--- src/sv/medf_pkg.sv ---
// Shared constants and codes for the message event deframer.
package medf_pkg;

    localparam int DataW  = 8;
    localparam int TimeW  = 32;
    localparam int DeltaW = 22;
    localparam int LenW   = 9;
    localparam int KindW  = 2;
    localparam int PhaseW = 3;

    localparam int InTdataW  = 8;
    localparam int OutTdataW = 80;
    localparam int OutTuserW = 3;

    localparam logic [DataW-1:0]  PING_CHANNEL = 8'h83;
    localparam int                BOOST_BIT    = 3;
    localparam logic [LenW-1:0]   BOOST_LEN    = 9'd64;
    localparam logic [LenW-1:0]   PING_SKIP    = 9'd8;
    localparam logic [1:0]        EXTRA_NONE   = 2'd3;

    localparam logic [PhaseW-1:0] PH_START   = 3'd0;
    localparam logic [PhaseW-1:0] PH_DELTA   = 3'd1;
    localparam logic [PhaseW-1:0] PH_PLAYER  = 3'd2;
    localparam logic [PhaseW-1:0] PH_CHANNEL = 3'd3;
    localparam logic [PhaseW-1:0] PH_LENGTH  = 3'd4;
    localparam logic [PhaseW-1:0] PH_PAYLOAD = 3'd5;
    localparam logic [PhaseW-1:0] PH_SKIP    = 3'd6;

    typedef enum logic [KindW-1:0] {
        KIND_BYTE  = 2'd0,
        KIND_EMPTY = 2'd1,
        KIND_PING  = 2'd2,
        KIND_TRUNC = 2'd3
    } kind_t;

endpackage

--- src/sv/message_event_deframer_unit.sv ---
// Top level: chat event record deframer, one stream byte per word.
// Takes one stream byte per cycle while s_tready is high and gives at most one result word
// per byte, in the cycle after the byte is accepted. The record parser updates its state and
// loads the result register in the same cycle; the result register decouples the output, so
// a new byte is taken in any cycle in which the result register is empty or is being drained.
// The 32-bit timestamp adds set the cycle time. start_of_file (s_tuser) clears the timestamp
// and restarts at record start; s_tlast ends the stream and flags an unfinished record.
module message_event_deframer_unit
    import medf_pkg::*;
(
    input  logic                  clk,
    input  logic                  rst_n,
    input  logic                  s_tvalid,
    output logic                  s_tready,
    input  logic [InTdataW-1:0]   s_tdata,   // data_byte[7:0]
    input  logic [0:0]            s_tuser,   // start_of_file[0]
    input  logic                  s_tlast,   // end_of_file
    output logic                  m_tvalid,
    input  logic                  m_tready,
    output logic [OutTdataW-1:0]  m_tdata,   // timestamp[31:0], player_index[39:32],
                                             // channel[47:40], length[56:48],
                                             // payload_byte[64:57], byte_index[73:65]
    output logic [OutTuserW-1:0]  m_tuser,   // kind[1:0], truncated[2]
    output logic                  m_tlast    // last
);

    logic [PhaseW-1:0] phase_reg, phase_next;
    logic [TimeW-1:0]  time_reg, time_next;
    logic [DeltaW-1:0] delta_reg, delta_next;
    logic [1:0]        extra_reg, extra_next;
    logic [DataW-1:0]  player_reg, player_next;
    logic [DataW-1:0]  channel_reg, channel_next;
    logic [LenW-1:0]   length_reg, length_next;
    logic [LenW-1:0]   left_reg, left_next;

    logic              valid_reg;
    logic [OutTdataW-1:0] data_reg, data_next;
    logic [OutTuserW-1:0] user_reg, user_next;
    logic              last_reg, last_next;
    logic              have_next;

    logic              accept;
    logic [DataW-1:0]  b;
    logic              sof;
    logic              eof;

    assign accept   = s_tvalid && s_tready;
    assign s_tready = !valid_reg || m_tready;
    assign b        = s_tdata[DataW-1:0];
    assign sof      = s_tuser[0];
    assign eof      = s_tlast;

    always_comb
    begin
        logic [PhaseW-1:0] ph;
        logic              have;
        kind_t             kind;
        logic [DataW-1:0]  pay;
        logic [LenW-1:0]   idx;
        logic              unfinished;
        logic              last_v;
        logic              trunc_v;

        ph           = phase_reg;
        time_next    = time_reg;
        delta_next   = delta_reg;
        extra_next   = extra_reg;
        player_next  = player_reg;
        channel_next = channel_reg;
        length_next  = length_reg;
        left_next    = left_reg;
        have         = 1'b0;
        kind         = KIND_BYTE;
        pay          = '0;
        idx          = '0;
        last_v       = 1'b0;
        trunc_v      = 1'b0;

        if (sof)
        begin
            time_next = '0;
            ph        = PH_START;
        end

        phase_next = ph;
        unique case (ph)
            PH_START:
            begin
                player_next  = '0;
                channel_next = '0;
                length_next  = '0;
                left_next    = '0;
                delta_next   = {{(DeltaW-6){1'b0}}, b[7:2]};
                extra_next   = (b[1:0] == EXTRA_NONE) ? 2'd0 : b[1:0];
                if (extra_next == 2'd0)
                begin
                    time_next  = time_next + {{(TimeW-DeltaW){1'b0}}, delta_next};
                    phase_next = PH_PLAYER;
                end
                else
                begin
                    phase_next = PH_DELTA;
                end
            end
            PH_DELTA:
            begin
                delta_next = {delta_reg[DeltaW-9:0], b};
                extra_next = extra_reg - 2'd1;
                if (extra_next == 2'd0)
                begin
                    time_next  = time_next + {{(TimeW-DeltaW){1'b0}}, delta_next};
                    phase_next = PH_PLAYER;
                end
            end
            PH_PLAYER:
            begin
                player_next = b - 8'd1;
                phase_next  = PH_CHANNEL;
            end
            PH_CHANNEL:
            begin
                channel_next = b;
                if (b == PING_CHANNEL)
                begin
                    have       = 1'b1;
                    kind       = KIND_PING;
                    left_next  = PING_SKIP;
                    phase_next = PH_SKIP;
                end
                else
                begin
                    phase_next = PH_LENGTH;
                end
            end
            PH_LENGTH:
            begin
                length_next = {1'b0, b} + (channel_reg[BOOST_BIT] ? BOOST_LEN : '0);
                left_next   = length_next;
                if (length_next == '0)
                begin
                    have       = 1'b1;
                    kind       = KIND_EMPTY;
                    phase_next = PH_START;
                end
                else
                begin
                    phase_next = PH_PAYLOAD;
                end
            end
            PH_PAYLOAD:
            begin
                have      = 1'b1;
                kind      = KIND_BYTE;
                pay       = b;
                idx       = length_reg - left_reg;
                left_next = left_reg - 9'd1;
                if (left_next == '0)
                    phase_next = PH_START;
            end
            default:
            begin
                left_next = left_reg - 9'd1;
                if (left_next == '0)
                    phase_next = PH_START;
            end
        endcase

        unfinished = (phase_next != PH_START);
        if (eof)
        begin
            phase_next = PH_START;
            last_v     = 1'b1;
            trunc_v    = unfinished;
            if (!have && unfinished)
            begin
                have = 1'b1;
                kind = KIND_TRUNC;
            end
        end
        else
        begin
            last_v = (kind != KIND_BYTE) || !unfinished;
        end

        have_next = have;
        last_next = last_v;
        user_next = {trunc_v, kind};
        data_next = {6'd0, idx, pay, length_next, channel_next, player_next, time_next};
    end

    always_ff @(posedge clk or negedge rst_n)
    begin
        if (!rst_n)
        begin
            phase_reg   <= PH_START;
            time_reg    <= '0;
            delta_reg   <= '0;
            extra_reg   <= '0;
            player_reg  <= '0;
            channel_reg <= '0;
            length_reg  <= '0;
            left_reg    <= '0;
            valid_reg   <= 1'b0;
        end
        else
        begin
            if (accept)
            begin
                phase_reg   <= phase_next;
                time_reg    <= time_next;
                delta_reg   <= delta_next;
                extra_reg   <= extra_next;
                player_reg  <= player_next;
                channel_reg <= channel_next;
                length_reg  <= length_next;
                left_reg    <= left_next;
                valid_reg   <= have_next;
            end
            else if (m_tready)
            begin
                valid_reg <= 1'b0;
            end
        end
    end

    always_ff @(posedge clk)
    begin
        if (accept && have_next)
        begin
            data_reg <= data_next;
            user_reg <= user_next;
            last_reg <= last_next;
        end
    end

    assign m_tvalid = valid_reg;
    assign m_tdata  = data_reg;
    assign m_tuser  = user_reg;
    assign m_tlast  = last_reg;

    a_phase_legal: assert property (@(posedge clk) disable iff (!rst_n)
        phase_reg != 3'd7)
        else $error("parser phase out of range");

    a_payload_count: assert property (@(posedge clk) disable iff (!rst_n)
        phase_reg == PH_PAYLOAD |-> left_reg != '0 && left_reg <= length_reg)
        else $error("payload count outside record length");

    a_eof_restart: assert property (@(posedge clk) disable iff (!rst_n)
        accept && s_tlast |=> phase_reg == PH_START)
        else $error("parser not at record start after end of stream");

    a_player_delta_done: assert property (@(posedge clk) disable iff (!rst_n)
        phase_reg == PH_PLAYER |-> extra_reg == 2'd0)
        else $error("delta bytes pending at player byte");

    a_trunc_flags: assert property (@(posedge clk) disable iff (!rst_n)
        m_tvalid && m_tuser[1:0] == KIND_TRUNC |-> m_tlast && m_tuser[2])
        else $error("truncated record word without last and truncated flags");

endmodule

--- config.mk ---
export PLATFORM = sky130hd
export DESIGN_NAME = message_event_deframer_unit
export DESIGN_NICKNAME = d
export VERILOG_FILES = /design/src/sv/medf_pkg.sv /design/src/sv/message_event_deframer_unit.sv
export SDC_FILE = /design/constraint.sdc
export NUM_CORES = 1
export LEC_CHECK = 0
export BUFFER_PORTS_ARGS = -buffer_cell sky130_fd_sc_hd__buf_2
export CAP_MARGIN = 10
export CORE_MARGIN = 2
export CORE_UTILIZATION = 33
export DETAILED_ROUTE_END_ITERATION = 16
export RECOVER_POWER = 100
export SLEW_MARGIN = 10
export SYNTH_ARGS = -nofsm -noshare
export SYNTH_HDL_FRONTEND = slang
export SYNTH_SLANG_ARGS = --single-unit
--- constraint.sdc ---
create_clock -name clk -period 8.2 [get_ports clk]
set_clock_uncertainty 0.15 [all_clocks]
set_input_delay 1.64 -clock clk [delete_from_list [all_inputs] [get_ports clk]]
set_output_delay 1.64 -clock clk [all_outputs]
set_load 0.005 [all_outputs]
Yosys cells after proc, flatten, opt, wreduce, memory -nomap -nowiden

Cells that the tools add are included.
W data, S select, Z words.

$add $sub $neg: 7
Eq/ne operators: 8
Muxes and demuxes: 33
Bitwise operators: 1
Reductions and logical operators: 20

Operators with widths:

| kind                  | count |
|---|---|
| $mux W32              | 3 |
| $pmux W32 S2          | 1 |
| $pmux W9 S4           | 1 |
| $add A32 B22 Y32      | 1 |
| $add A32 B6 Y32       | 1 |
| $pmux W8 S2           | 2 |
| $pmux W14 S2          | 1 |
| $logic_not A9 Y1      | 2 |
| $pmux W9 S2           | 1 |
| $mux W3               | 5 |
| $pmux W3 S5           | 1 |
| $mux W2               | 6 |
| $add A8 B7 Y9         | 1 |
| $mux W9               | 1 |
| $sub A9 B1 Y9 const B | 1 |
| $sub A9 B9 Y9         | 1 |
| $eq A8 B8 Y1 const B  | 1 |
| $pmux W2 S2           | 2 |
| $sub A8 B1 Y8 const B | 1 |
| $mux W1               | 7 |
| $mux W7               | 1 |
| $eq A3 B2 Y1 const B  | 2 |
| $eq A3 B3 Y1 const B  | 2 |
| $reduce_bool A2 Y1    | 3 |
| 15 further kinds      | 21 |

Flip-flop bits (word level): 164
Input port bits: 14
Output and inout port bits: 86
Logic and storage cells: 83

Depth between registers and ports, before layout

Gate-level depths: netlist (run 1).

Depth after elaboration: 10
Mapped depth: 19
Depth with buffers taken out: 12

Least setup slack after synthesis (run 1)

OpenSTA, ideal clock, no wires.

Kind: input to register
From: input s_tdata[5]
To: register data_reg[0], in the netlist m_tdata[0] (enable)
Setup time: 0.515 ns
Data arrival time: 6.649 ns
Required time: 7.535 ns
Path slack: 0.886 ns
Stages on the path: 11
Buffers on the path: 2
Path through: buf_2 buf_2 nor4_1 and4_1 nand2_1 o21ai_0 o22a_1 a2111oi_2 nand2b_1 and2b_1 nor2_1

Word-level cells in the longest chain between the ends: 9
Elaborated cells on any way between the ends: 15
Those cells by class: 1 x add/sub; 1 x eq/ne; 8 x mux; 5 x reduce/logical

RTL lines:

| element                                                | RTL line                                                               | RTL |
|---|---|---|
| start, declared                                        | message_event_deframer_unit.sv:15                                      | `input logic [InTdataW-1:0] s_tdata,` |
| $add A8 B7 Y9                                          | message_event_deframer_unit.sv:137                                     | `length_next = {1'b0, b} + (channel_reg[BOOST_BIT] ? BOOST_LEN : '0);` |
| $logic_not A9 Y1                                       | message_event_deframer_unit.sv:139                                     | `if (length_next == '0)` |
| $mux W3 or $mux W1 (tied branches)                     | message_event_deframer_unit.sv:139                                     |  |
| $pmux W3 S5 or $pmux W1 S3 (tied branches)             | message_event_deframer_unit.sv:86                                      | `unique case (ph)` |
| $reduce_bool A3 Y1 or $logic_not A1 Y1 (tied branches) | message_event_deframer_unit.sv:168, message_event_deframer_unit.sv:174 |  |
| $logic_and A1 B1 Y1                                    | message_event_deframer_unit.sv:174                                     | `if (!have && unfinished)` |
| $mux W1                                                | message_event_deframer_unit.sv:174                                     |  |
| $mux W1 (*)                                            | message_event_deframer_unit.sv:169                                     | `if (eof)` |
| $logic_and A1 B1 Y1 (*)                                | message_event_deframer_unit.sv:228                                     | `if (accept && have_next)` |
| end signal, assigned                                   | message_event_deframer_unit.sv:230                                     | `data_reg <= data_next;` |
| end, declared                                          | message_event_deframer_unit.sv:37                                      | `logic [OutTdataW-1:0] data_reg, data_next;` |

Every way passes the cells marked *; elsewhere a longest branch is shown, timed or not.
A chain may end at the register's enable or synchronous reset.

Worst setup path after layout (run 1)

From: input s_tuser
To: register data_reg[25], in the netlist m_tdata[25], data pin

Word-level cells in the longest chain between the ends: 4
Elaborated cells on any way between the ends: 9
Those cells by class: 2 x add/sub; 1 x eq/ne; 5 x mux; 1 x reduce/logical

RTL lines:

| element                                             | RTL line                                                              | RTL |
|---|---|---|
| start, declared                                     | message_event_deframer_unit.sv:16                                     | `input logic [0:0] s_tuser,` |
| $mux W32                                            | message_event_deframer_unit.sv:79                                     | `if (sof)` |
| $add A32 B22 Y32 or $add A32 B6 Y32 (tied branches) | message_event_deframer_unit.sv:111, message_event_deframer_unit.sv:97 |  |
| $mux W32, on equally long branches                  | message_event_deframer_unit.sv:109, message_event_deframer_unit.sv:95 |  |
| $pmux W32 S2 (*)                                    | message_event_deframer_unit.sv:86                                     |  |
| via data_next[25]                                   | message_event_deframer_unit.sv:37                                     |  |

The timed path passes the listed nets; every way through them passes the cells marked *.

==> results of run 1 <==
-- final cells by class --
type                    instances  share of cell area [%]
well taps                     448                    4.53
clock buffers                  21                    3.72
clock inverters                11                   0.737
repair buffers                110                    4.44
inverters                      33                    1.00
multi-input cells             980                    49.3
flip-flops and latches        164                    36.3
-- cell usage in the layout (no fill, tap or decap), types with 42 or more instances in the layout --
cell type  count
nand2_1      197
nor2_1       101
o21ai_0       92
dfrtp_1       86
edfxtp_1      78
a21oi_1       58
buf_2         58
xnor2_1       52
nand3_1       46
clkbuf_1      42
-- stage by stage --
stage | setup slack [ns] | power [mW] | util (%)
after floorplan | 0.886 | 1.73 | -
final | 1.71 | 2.73 | 37.1
after detailed placement | 2.26 | 1.96 | 35.6
after global routing | 1.37 | 2.88 | 37.1
after CTS | 2.71 | 2.74 | 37.3
after global placement | 2.44 | 1.95 | 35.6
-- routing by layer --
| layer | GRT usage, % | up-vias | share of wire [%] |
|---|---|---|---|
| met3 | 3.39 | 46 | 6.7 |
| met1 | 27.2 | 4870 | 46 |
| met4 | 5.66 | 0 | 1.7 |
| li1 | - | 4664 | - |
| met5 | 0 | - | 0 |
| met2 | 30.4 | 384 | 46 |
-- cells by family (layout without fill, tap and decap cells) --
group / count (synthesis) / count (layout) / share of synthesized area, %
buf+inv: 128 / 175 / 5.12
xor+xnor: 66 / 66 / 5.19
simple gates: 512 / 512 / 22.4
mux: 25 / 25 / 2.44
flops: 164 / 164 / 40.4
fa+ha+maj: 34 / 34 / 3.83
other cells: 1 / 6 / 0.0337
compound gates: 337 / 337 / 20.6
-- how the worst max path moves through the flow --
stage | startpoint | endpoint | slack, ns | depth (start not counted)
2_1_floorplan | s_tdata[5] | m_tdata[0] | 0.89 | 11
3_3_place_gp | s_tuser | m_tdata[54] | 2.44 | 10
3_5_place_dp | s_tuser | m_tdata[48] | 2.26 | 10
4_1_cts | s_tuser | m_tdata[32] | 2.71 | 10
5_1_grt | s_tuser | m_tdata[25] | 1.37 | 13
6_report | s_tuser | m_tdata[25] | 1.71 | 13
-- cell usage after synthesis, types with 6 or more instances --
cell type,instances
nand2_1,198
nor2_1,103
o21ai_0,88
dfrtp_1,86
edfxtp_1,78
a21oi_1,57
xnor2_1,52
clkbuf_1,50
nand3_1,46
ha_1,30
nor2b_1,28
inv_1,27
nor3_1,26
buf_2,24
o211ai_1,21
a31oi_1,18
mux2_2,17
nand2b_1,16
o31ai_1,15
xor2_1,14
nand4_1,13
o22ai_1,12
a211oi_1,11
a22oi_1,11
and3_1,11
a21o_1,10
and2_1,10
buf_4,10
a21boi_0,9
nor4_1,9
o211a_1,9
or3_1,9
buf_1,8
mux2i_1,8
o21ai_1,8
a22o_1,7
nor4bb_1,6
or2_2,6
-- worst max-delay path: cells and delay by family --
| family | cells | cell delay, ns |
|---|---|---|
| compound gates | 7 | 2.20 |
| buf+inv | 2 | 1.52 |
| simple gates | 2 | 0.59 |
| fa+ha+maj | 1 | 0.35 |
| mux | 1 | 0.18 |
-- power groups by stage --
| stage | sequential (mW) | combinational, mW | clock, mW |
|---|---|---|---|
| 5_1_grt | 1.14 | 0.922 | 0.817 |
| 6_report | 1.13 | 0.831 | 0.769 |
| 3_5_place_dp | 1.14 | 0.824 | 0 |
| 2_1_floorplan | 1.03 | 0.692 | 0 |
| 3_3_place_gp | 1.14 | 0.817 | 0 |
| 4_1_cts | 1.12 | 0.830 | 0.781 |
==> key figures, run 1 <==
Clocking
  • TritonCTS clock tree: done
  • Resized cells post-CTS: 0
  • Clock buffer depth: 2
  • Clock slew at reported path FFs: ~0.070 ns
  • CTS Sinks: 164
  • Hold buffers post-CTS: 0
  • CTS Buf Count: 17
  • Clk_lat worst skew: 0.45 ns
  • Setup repair bufs after CTS: 0
  • CTS Root Cell: clkbuf_16
  • H-Tree Level Count: 4

Setup path
  • R2r setup slk: 3.53 ns
  • Crit path arrival time: 6.53 ns
  • Delay of the slowest critical-path stage: around 1.4 ns
  • Req. time, crit path: 8.24 ns
  • Worst-path fanout max: 43
  • Cell mode on critical path: o21ai_0
  • R2r endpoint: m_tdata[14]
  • Crit path kind: in2reg
  • FF-to-FF path depth: 9
  • Cell breakdown of the critical path: buf_2, clkbuf_1, nor2b_1, ha_1, o211ai_1, o21ai_0, o22ai_1, a2111oi_4, o31a_1, o21ai_0, o21ai_0, mux2i_1, or3_1
  • Crit Reg-Reg Startpoint: phase_reg[0]
  • Setup crit end kind: flip-flop
  • Crit start category: input pin
  • Slowest cell on the critical path: clkbuf_1

Placed design
  • Cell Count Post-Placement: 1734
  • Port bufs: 93
  • RD Place Congestion: 0.924
  • Area after DPL: about 12000 um2
  • Dpl hpwl: 23.1 mm

Power and ir drop
  • Internal: 1.68 mW
  • Logic pwr share: about 31%
  • Sequential share of power: approximately two fifths
  • Net Switching: 1.04 mW
  • Max rail drop VDD: 0.170 mV
  • Power share of the clock group: 28.2%
  • Pwr/cell area: 220 nW/um2
  • Lkg Pwr: 4.94 nW
  • Net Sw Frac: 38.2%

Yosys
  • Ys async rst share: 52.4%
  • Syn. warnings: 0
  • Synth top area cells: edfxtp_1 (21%), dfrtp_1 (19%), nand2_1 (6.7%)
  • Mapped Area: between 10000 and 15000 um2
  • #FFs+latches synth: 164
  • Top_reg_cell synth: dfrtp_1
  • Syn_area_per_cell: 8.79 um2
  • Synth top area share: 21.0%
  • Post-synth EDFFs: around 80
  • Distinct cells, synth: 93
  • Register area share after synthesis: between 40 and 50%
  • Synth Instances: 1267
  • Area leader, netlist: edfxtp_1

Status
  • Failing checks: max-capacitance violations, max-slew violations
  • Status: finished, violations left

Cells and area
  • Layout Cells excl Fill: 1767
  • Max reg flops: 74
  • Net count, final: 1351
  • Design area: between 10000 and 15000 um2
  • Area grow syn2layout: 11.2%
  • Layout cells sized above 1: 11.2%
  • Reg area: 4490 um2
  • FILL cells: 3412
  • Multi-input gate area: 6100 um2
  • Diode count: 0

Floorplan
  • Die Y: 188 um
  • Die Width: 188 um
  • # IOs: 100
  • Core Area: 33400 um2
  • Area of the die: 35200 um2
  • Initial Utilization: 33.4%
  • FP Rows: 67

STA
  • Tmin final: 6.49 ns
  • Max Freq: 154 MHz
  • Slew margin rel.: -145%
  • Unrepaired setup endpoints after global routing: no
  • Fin. Hold Viols: 0
  • Final Setup Violations: 0
  • Fin crit share: 79.2%
  • Hold_ws: 0.329 ns
  • Setup TNS: 0 ns
  • Pin slew with the least headroom to its limit: 3.68 ns
  • Final Max Tran Viols: roughly 130

Run
  • Max-Cap Viols: 3

Drt
  • First-pass DRT Iterations: 5
  • 1st-iter DRT viols: 987
  • Routed wire length: 34.0 mm
  • DR WL/cell: 19.2 um
  • Via count: 9964
  • DR DRC count: 0
  • Routed Antenna Nets: 0
  • Vias per cell: 5.64

Global routing
  • Largest net degree at the start of global routing: 64
  • First-pass GRT wire length: between 50 and 60 mm
  • Vias in the first global route: 9318
  • Grt total ovfl: 0
  • Initial antenna violation count: 0
  • All-Layer GR Usage: 19.3%

Worst hold path
  • Hold EP: player_reg[4]
  • HP Start: player_reg[4]
  • Hold depth: 2
  • Hold WC Path Type: reg2reg
(Power assumes the default switching activity.)
==> inputs of run 2 (changes only) <==
==> constraint.sdc (replaced) <==
create_clock -name clk -period 5.3 [get_ports clk]
set_clock_uncertainty 0.15 [all_clocks]
set_input_delay 1.06 -clock clk [delete_from_list [all_inputs] [get_ports clk]]
set_output_delay 1.06 -clock clk [all_outputs]
set_load 0.005 [all_outputs]
==> run 2 against run 1 <==
The run still ends with max-capacitance violations, max-slew violations left. Clock-buffer cell count unchanged. Combinational power up 55%. Critical path depth down 2. First-iteration DRC count down 5.8%. Non-clock buffer count up 16. Clock power up 56%. Global-route usage up 0.16 points. Via count up 0.38%. Register-to-register slack worse by 2.7 ns. Cell count up 0.91%. Wire length up 0.66%. Critical endpoint is now time_reg[19]. Largest power group unchanged. Highest routed layer unchanged.
==> key figures, run 2 (synthesis gave the netlist of run 1 again) <==
Status
  • Status: finished, violations left
  • Failing checks: max-capacitance violations, max-slew violations

Power and ir drop
  • Lkg Pwr: 4.96 nW
  • Max rail drop VDD: 0.245 mV
  • Net Sw Frac: 38.2%
  • Power share of the clock group: approximately 28%
  • Internal: approximately 2.6 mW
  • Power Total: between 4 and 5 mW
  • Logic pwr share: 30.6%
  • Pwr/cell area: ~340 nW/um2
  • Sequential share of power: 41.1%
  • Net Switching: 1.62 mW

Cells and area
  • Diode count: 0
  • Net count, final: 1367
  • Area grow syn2layout: 11.7%
  • Commonest non-fill, non-tap cell in the layout: nand2_1
  • FILL cells: between 3000 and 4000
  • Design area: 12400 um2
  • Most frequent cells in the layout: nand2_1 (197), nor2_1 (101), o21ai_0 (92)
  • Layout cells sized above 1: 11.3%
  • Multi-input gate area: just over 6000 um2
  • Reg area: around 4500 um2
  • Max reg flops: 74

Drt
  • 1st-iter DRT viols: 930
  • Routed Antenna Nets: 0
  • DR DRC count: 0
  • Vias per cell: 5.61
  • First-pass DRT Iterations: 5
  • Via count: 10000
  • DR WL/cell: around 19 um
  • Routed wire length: around 34 mm

Global routing
  • Initial antenna violation count: 0
  • First-pass GRT wire length: 54.1 mm
  • Grt total ovfl: 0
  • Vias in the first global route: about 9400
  • Largest net degree at the start of global routing: 64
  • All-Layer GR Usage: 19.5%

STA
  • Final Setup Violations: 0
  • Final Max Tran Viols: 64
  • Unrepaired setup endpoints after global routing: no
  • Max Freq: 211 MHz
  • Slew margin rel.: -25.9%
  • Pin slew with the least headroom to its limit: ~1.9 ns
  • Fin. Hold Viols: 0
  • Fin crit share: just under 90%
  • Setup TNS: 0 ns
  • Tmin final: 4.74 ns

Setup path
  • Cell mode on critical path: clkbuf_1
  • Crit path arrival time: 4.92 ns
  • FF-to-FF path depth: 12
  • R2r setup slk: 0.82 ns
  • Req. time, crit path: 5.48 ns
  • Crit path kind: in2reg
  • Slowest cell on the critical path: nor4_1
  • R2r endpoint: m_tdata[38]
  • Setup crit end kind: flip-flop
  • Crit Reg-Reg Startpoint: left_reg[1]
  • Cell breakdown of the critical path: clkbuf_1, clkinv_1, ha_1, clkbuf_1, nor2_1, nand4_1, nor4_1, a31oi_1, a211oi_1, o21ai_0, mux2_2
  • Worst-path fanout max: 10
  • Delay of the slowest critical-path stage: 0.77 ns
  • Crit start category: input pin

Clocking
  • Clock buffer depth: 2
  • CTS Sinks: 164
  • Clock slew at reported path FFs: 0.07 ns
  • Clk_lat worst skew: approximately 0.44 ns
  • H-Tree Level Count: 4
  • Resized cells post-CTS: 0
  • CTS Buf Count: 17
  • Hold buffers post-CTS: 0
  • Setup repair bufs after CTS: 0
  • TritonCTS clock tree: done
  • CTS Root Cell: clkbuf_16

Placed design
  • RD Place Congestion: between 0.9 and 1
  • Area after DPL: 12000 um2
  • Dpl hpwl: 23.5 mm
  • Port bufs: slightly above 90

Worst hold path
  • Hold EP: player_reg[2]
  • Hold WC Path Type: reg2reg
  • HP Start: player_reg[2]
  • Hold depth: 2

Floorplan
  • FP Rows: 67
  • Die Y: 188 um
  • # IOs: 100
  • Area of the die: 35200 um2
  • Die Width: about 190 um
  • Core Area: about 33000 um2
  • Initial Utilization: 33.4%

Run
  • Max-Cap Viols: 1
run 2: cell types whose count changed in the layout (fill, tap and decap cells not counted), sizes merged:
| cell | before | now |
|---|---|---|
| clkinvlp | 0 | 1 |
| inv | 35 | 36 |
| buf | 70 | 75 |
| clkinv | 9 | 7 |
| clkbuf | 61 | 72 |
run 2: layout make-up:
cell class | count | area share [%]
clock buffer | 21 | 3.70
tap | 448 | 4.51
sequential | 164 | 36.1
inverter | 33 | 0.996
multi-input combinational | 980 | 48.8
timing repair buffer | 126 | 5.18
clock inverter | 11 | 0.734
run 2: worst max-delay path, delay by kind of cell:
family                   cells  cell delay, ns
AND/OR/NAND/NOR              3            1.30
multiplexers                 1            0.31
buffers and inverters        3            1.18
AO/OA/AOI/OAI                3            0.54
adder cells (fa/ha/maj)      1            0.52
run 2: how the worst max path moves through the flow:
stage | startpoint | to | cells past startpoint
6_report | s_tdata[1] | time_reg[19] | 11
5_1_grt | s_tuser | time_reg[22] | 14
4_1_cts | left_reg[1] | m_tdata[36] | 12
3_5_place_dp | s_tdata[6] | m_tdata[6] | 10
3_3_place_gp | s_tdata[6] | m_tdata[6] | 10
2_1_floorplan | s_tuser | m_tdata[25] | 18
run 2: per-stage QoR:
step	utilization, %	cells	setup slack, ns	hold WS (ns)
final	37.3	1783	0.561	0.328
after global routing	37.3	1783	0.294	0.359
after CTS	37.7	1783	0.841	0.328
after detailed placement	36.1	1751	0.559	0.312
after global placement	36.1	1751	0.645	0.307
after floorplan	-	1272	0.447	0.292
run 2: metal layers:
| metal | share of wire (%) | routed length (um) | global-route usage (%) |
|---|---|---|---|
| met2 | 46 | 15800 | 31.4 |
| met4 | 1.6 | 546 | 5.30 |
| met3 | 6.0 | 2050 | 3.28 |
| met1 | 46 | 15800 | 27.0 |
| met5 | 0 | 0 | 0 |
run 2: power groups by stage:
stage,clock network [mW],logic [mW],registers [mW]
after floorplan,0,1.07,1.60
after global placement,0,1.29,1.75
after detailed placement,0,1.31,1.76
after CTS,1.22,1.32,1.73
after global routing,1.27,1.43,1.77
final,1.20,1.29,1.74
